==> config.mk <==
export PLATFORM = sky130hd
export DESIGN_NAME = mctq_ctrl
export DESIGN_NICKNAME = d
export VERILOG_FILES = /design/src/rtl/mctq_pkg.sv /design/src/rtl/mctq_ctrl.sv
export SDC_FILE = /design/constraint.sdc
export NUM_CORES = 1
export LEC_CHECK = 0
export ABC_AREA = 1
export BUFFER_PORTS_ARGS = -buffer_cell sky130_fd_sc_hd__buf_2
export CAP_MARGIN = 20
export CORE_AREA = 2 2 45 47
export DETAILED_ROUTE_END_ITERATION = 6
export DIE_AREA = 0 0 47 49
export PLACE_DENSITY = 0.74
export SLEW_MARGIN = 10
export SYNTH_ARGS = -nofsm -noshare
export SYNTH_HDL_FRONTEND = slang
export SYNTH_SLANG_ARGS = --single-unit
==> constraint.sdc <==
create_clock -name clk -period 2.1 [get_ports clk]
set_clock_uncertainty 0.2 [all_clocks]
set_input_delay 0.315 -clock clk [delete_from_list [all_inputs] [get_ports clk]]
set_output_delay 0.315 -clock clk [all_outputs]
set_load 0.02 [all_outputs]
==> src/rtl/mctq_pkg.sv <==
// Shared types, constants and helpers of the multi-class timer queue.
// No dependencies; the top level, controller, datapath and divider import this package.
`default_nettype none
package mctq_pkg;

	localparam int NUM_CLASSES  = 4;
	localparam int CLASS_DEPTH  = 16;
	localparam int TICKS_PER_MS = 1000;
	localparam int NUM_REGS     = 4;

	localparam int SLOTS    = NUM_CLASSES * CLASS_DEPTH;
	localparam int SLOT_W   = (SLOTS > 1) ? $clog2(SLOTS) : 1;
	localparam int HEAD_W   = $clog2(CLASS_DEPTH);
	localparam int FILL_W   = $clog2(CLASS_DEPTH + 1);
	localparam int CLS_W    = $clog2(NUM_CLASSES + 1);
	localparam int CIW      = (NUM_CLASSES > 1) ? $clog2(NUM_CLASSES) : 1;
	localparam int TPM_W    = $clog2(TICKS_PER_MS + 1);
	localparam int PROD_W   = 31 + TPM_W;
	localparam int TO_W     = 27;
	localparam int TIME_W   = 63;
	localparam int HANDLE_W = 16;
	localparam int ENTRY_W  = TIME_W + HANDLE_W;

	localparam logic [63:0] MAX_DELAY_TICKS = 64'd1000000;
	localparam logic [TIME_W-1:0] TIME_MAX = {TIME_W{1'b1}};

	typedef enum logic [1:0] {
		REQ_UPDATE = 2'd0,
		REQ_ATTACH = 2'd1,
		REQ_CHECK  = 2'd2,
		REQ_QUERY  = 2'd3
	} req_t;

	typedef enum logic [2:0] {
		KIND_NOW      = 3'd0,
		KIND_FIRED    = 3'd1,
		KIND_NONE     = 3'd2,
		KIND_WAIT     = 3'd3,
		KIND_REJECTED = 3'd4
	} kind_t;

	typedef enum logic [4:0] {
		ST_IDLE, ST_MUL, ST_UPD_ADD, ST_UPD_FIN, ST_EMIT_NOW,
		ST_ATT_DEC, ST_ATT_WR, ST_EMIT_REJ, ST_EMIT_FIRE,
		ST_CHK_SEL, ST_CHK_CMP, ST_CHK_END,
		ST_QRY_BASE, ST_QRY_SEL, ST_QRY_MIN, ST_QRY_DEC, ST_QRY_WAIT, ST_EMIT_ANS
	} state_t;

	typedef logic [NUM_REGS-1:0][TO_W-1:0] tmo_arr_t;

	typedef struct packed {
		logic take;
		logic mul;
		logic upd_add;
		logic upd_fin;
		logic att_wr;
		logic emit_now;
		logic emit_rej;
		logic emit_fire;
		logic cls_clr;
		logic cls_inc;
		logic ram_rd;
		logic chk_pop;
		logic chk_end;
		logic qry_base;
		logic qry_min;
		logic div_start;
		logic emit_ans;
	} cmd_t;

	typedef struct packed {
		req_t req;
		logic full;
		logic to_zero;
		logic cls_done;
		logic fill_zero;
		logic head_exp;
		logic pop_ok;
		logic out_free;
		logic ex_gt_now;
		logic div_busy;
	} status_t;

	function automatic logic [SLOT_W-1:0] slot_addr(input int c, input int p);
		return SLOT_W'(c * CLASS_DEPTH + p);
	endfunction

endpackage
`default_nettype wire

==> src/rtl/mctq_ctrl.sv <==
// Controller state machine of the timer queue: sequences the datapath per request.
// Depends on mctq_pkg.
`default_nettype none
module mctq_ctrl (
	input  wire logic               clk,
	input  wire logic               arst_n,
	input  wire logic               req_valid,
	input  wire logic [1:0]         req_type,
	output logic                    req_stall,
	input  wire mctq_pkg::status_t  sts,
	output mctq_pkg::cmd_t          cmd
);
	import mctq_pkg::*;

	state_t state_q, state_d;

	always_ff @(posedge clk or negedge arst_n) begin
		if (!arst_n) begin
			state_q <= ST_IDLE;
		end else begin
			state_q <= state_d;
		end
	end

	always_comb begin
		state_d = state_q;
		cmd = '0;
		case (state_q)
			ST_IDLE: begin
				if (req_valid) begin
					cmd.take = 1'b1;
					cmd.cls_clr = 1'b1;
					case (req_t'(req_type))
						REQ_UPDATE: state_d = ST_MUL;
						REQ_ATTACH: state_d = ST_ATT_DEC;
						REQ_CHECK:  state_d = ST_CHK_SEL;
						REQ_QUERY:  state_d = ST_MUL;
						default:    state_d = ST_IDLE;
					endcase
				end
			end
			ST_MUL: begin
				cmd.mul = 1'b1;
				case (sts.req)
					REQ_UPDATE: state_d = ST_UPD_ADD;
					REQ_ATTACH: state_d = ST_ATT_WR;
					default:    state_d = ST_QRY_BASE;
				endcase
			end
			ST_UPD_ADD: begin
				cmd.upd_add = 1'b1;
				state_d = ST_UPD_FIN;
			end
			ST_UPD_FIN: begin
				cmd.upd_fin = 1'b1;
				state_d = ST_EMIT_NOW;
			end
			ST_EMIT_NOW: begin
				if (sts.out_free) begin
					cmd.emit_now = 1'b1;
					state_d = ST_IDLE;
				end
			end
			ST_ATT_DEC: begin
				if (sts.full) begin
					state_d = ST_EMIT_REJ;
				end else if (sts.to_zero) begin
					state_d = ST_EMIT_FIRE;
				end else begin
					state_d = ST_MUL;
				end
			end
			ST_ATT_WR: begin
				cmd.att_wr = 1'b1;
				state_d = ST_EMIT_NOW;
			end
			ST_EMIT_REJ: begin
				if (sts.out_free) begin
					cmd.emit_rej = 1'b1;
					state_d = ST_IDLE;
				end
			end
			ST_EMIT_FIRE: begin
				if (sts.out_free) begin
					cmd.emit_fire = 1'b1;
					state_d = ST_IDLE;
				end
			end
			ST_CHK_SEL: begin
				if (sts.cls_done) begin
					state_d = ST_CHK_END;
				end else if (sts.fill_zero) begin
					cmd.cls_inc = 1'b1;
				end else begin
					cmd.ram_rd = 1'b1;
					state_d = ST_CHK_CMP;
				end
			end
			ST_CHK_CMP: begin
				if (!sts.head_exp) begin
					cmd.cls_inc = 1'b1;
					state_d = ST_CHK_SEL;
				end else if (sts.pop_ok) begin
					cmd.chk_pop = 1'b1;
					state_d = ST_CHK_SEL;
				end
			end
			ST_CHK_END: begin
				if (sts.out_free) begin
					cmd.chk_end = 1'b1;
					state_d = ST_IDLE;
				end
			end
			ST_QRY_BASE: begin
				cmd.qry_base = 1'b1;
				state_d = ST_QRY_SEL;
			end
			ST_QRY_SEL: begin
				if (sts.cls_done) begin
					state_d = ST_QRY_DEC;
				end else if (sts.fill_zero) begin
					cmd.cls_inc = 1'b1;
				end else begin
					cmd.ram_rd = 1'b1;
					state_d = ST_QRY_MIN;
				end
			end
			ST_QRY_MIN: begin
				cmd.qry_min = 1'b1;
				cmd.cls_inc = 1'b1;
				state_d = ST_QRY_SEL;
			end
			ST_QRY_DEC: begin
				if (sts.ex_gt_now) begin
					cmd.div_start = 1'b1;
					state_d = ST_QRY_WAIT;
				end else begin
					state_d = ST_EMIT_ANS;
				end
			end
			ST_QRY_WAIT: begin
				if (!sts.div_busy) begin
					state_d = ST_EMIT_ANS;
				end
			end
			ST_EMIT_ANS: begin
				if (sts.out_free) begin
					cmd.emit_ans = 1'b1;
					state_d = ST_IDLE;
				end
			end
			default: begin
				state_d = ST_IDLE;
			end
		endcase
	end

	assign req_stall = state_q != ST_IDLE;
endmodule
`default_nettype wire

==> qor.txt <==
Placed Cells -> 191
Slew headroom -> 67.54%
Worst reg2reg path depth -> 7
HP Class -> in2async
Endpoints failing hold -> 0
Seq/Total Area, Yosys -> 16.08%
Grt ovf -> 0
WP data required -> 1580 ps
Grt met1 use -> 25.69%
Worst-path clk slew -> 40 ps
Syn avg cell area -> 5.765 µm²
Max Clk Rate -> 489.2 MHz
Final setup fails -> 0
Area of the multi-input gates -> 549.3 µm²
Clock Latency Late Sink -> 240 ps
Crit path kind -> reg2out
Top Registers -> state_q (5)
Initial DRC count -> 27
Ratio of final minimum period to clock period -> 97.34%
First-pass GRT wire length -> 3.443 mm
Crit path time final -> 2044 ps
DP Area -> 939.7 µm²
Clock Path Buffers -> 2
Post-DP HPWL -> 1.653 mm
Final net count -> 186
RePlAce Congestion -> 0.8684
Pwr dens -> 1165 nW/µm²
H-Tree Depth -> 1
Die height -> 49 µm
Synth cell types -> 24
Grt met3 use -> 2.222%
N_diodes -> 0
Sequential cell area -> 126.4 µm²
Synthesized instance count -> 135
Synth warn -> 0
Via count -> 948
Final non-filler cell total -> 196
Gr busiest metal -> met2
Initial antenna violation count -> 0
Input/output buffers -> 33
Syn Nets -> 151
CP Data Arrival Time -> 1530 ps
Die width -> 47 µm
Total GRT Usage -> 19.57%
CP Max Fanout -> 12
RSZ-0062 raised after global routing -> yes
Critical Path Source Type -> flop
Routed WL -> 1.987 mm
Synthesis-to-finish area growth -> 26.53%
Slew @ Worst Pin -> 487.0 ps
CTS tree -> built
Largest net degree at the start of global routing -> 13
Wirelength per Cell -> 10.14 µm
Core Rows -> 16
Root buf cell -> clkbuf_4
Most common cell after layout, fill and taps aside -> nand2_1
Core Area -> 1842 µm²
Max reg flops -> 5
Max Cap Violations -> 0
Top reg by flops -> state_q
Vias per cell -> 4.837
Final instance area -> 984.7 µm²
Critical Path Sink Type -> output pin
Share of post-route cells with drive strength above 1 -> 36.09%
Starting density of the core -> 42.26%
Max IR drop VDD -> 0.0007550 V
I/O pin cnt -> 34
DRT Pass-1 Iters -> 5
Post-Syn Area -> 778.2 µm²
# DRC -> 0
Synthesized flop and latch total -> 5
CTS buffer count -> 3
Worst R2R Start -> state_q[4]$_DFFE_PN0P_
GRT met2 Usage -> 32.65%
Status -> complete, no violations
Worst Setup SP -> state_q[4]$_DFFE_PN0P_
Leakage power -> 0.6106 nW
Number of global-route vias before repair -> 879
Post-route ant nets -> 0
Commonest non-fill, non-tap cells in the layout -> 39 x nand2_1, 32 x buf_2, 20 x nor2_1
Full die area -> 2303 µm²
# fillers -> 199
Final number of max-transition violations -> 0
TritonCTS Sinks -> 5
-- power breakdown --
part	switching, mW	internal [mW]	leakage (nW)
clock	0.0346	0.0715	0.0150
sequential	0.0746	0.136	0.0635
combinational	0.566	0.264	0.532
total	0.675	0.472	0.611
-- path summary, 6_finish.rpt --
path	to	slack, ps
max	cmd[6]	60
min	state_q[0]$_DFFE_PN0P_	220
max reg2reg	state_q[3]$_DFFE_PN0P_	380
min reg2reg	state_q[0]$_DFFE_PN0P_	380
max in group asynchronous	state_q[3]$_DFFE_PN0P_	1340
min in group clk	state_q[1]$_DFFE_PN0P_	280
-- logic make-up (layout without fill, tap and decap cells) --
family / Yosys count / in the layout / synth area share (%)
and+or+nand+nor: 102 / 102 / 66.24
DFF: 5 / 5 / 16.08
AOI/OAI and AO/OA: 5 / 5 / 3.697
buffers and inverters: 23 / 57 / 13.99
-- repair_timing --
item / CTS / global route
endpoints found under the setup margin: 1 / 7
hold buffers: 1 / 0
buffers inserted: 0 / 0
endpoints found under the hold margin: 5 / 0
resized for setup: 0 / 3
-- area by class of cell --
class | count | share of cell area [%]
Sequential cell | 5 | 12.83
Tap cell | 27 | 3.431
Clock buffer | 4 | 2.668
Timing Repair Buffer | 34 | 18.04
Inverter | 19 | 7.243
Multi-Input combinational cell | 107 | 55.78
-- Yosys cell counts (all sizes together) --
library cell	instances	area share, %
a21oi	1	0.64
o221ai	1	1.1
dfrtp	5	16
inv	19	9.2
or2	1	0.80
o21ai	3	1.9
nor2	31	20
buf	4	4.8
nor3	3	2.6
nand2	42	23
nor4	2	1.6
and3	1	0.80
nand4	4	4.0
nand3	18	14
-- metal layers --
layer	wire (µm)	vias up
met5	0	-
met4	0	0
met3	107	0
met2	966	31
met1	913	419
li1	-	498
-- through the flow --
step	TNS [ps]	total power, mW	hold slack, ps	utilization, %	worst slack [ps]
2_1_floorplan	0	0.8705	-180.6	-	106.5
6_report	0	1.147	221.2	53.46	55.84
4_1_cts	-12.40	1.137	210.2	52.99	-12.40
5_1_grt	-143.7	1.266	222.6	53.46	-77.61
3_5_place_dp	0	1.022	-70.00	51.02	249.2
3_3_place_gp	0	1.015	-71.40	51.02	297.6
-- critical path: stages (launching register included) --
cell     delay (ps)
dfrtp_1         550
nor2_2          300
nand2_1         120
nor3_1          140
buf_2           190
Note: power is estimated with default switching activity, not from simulation.
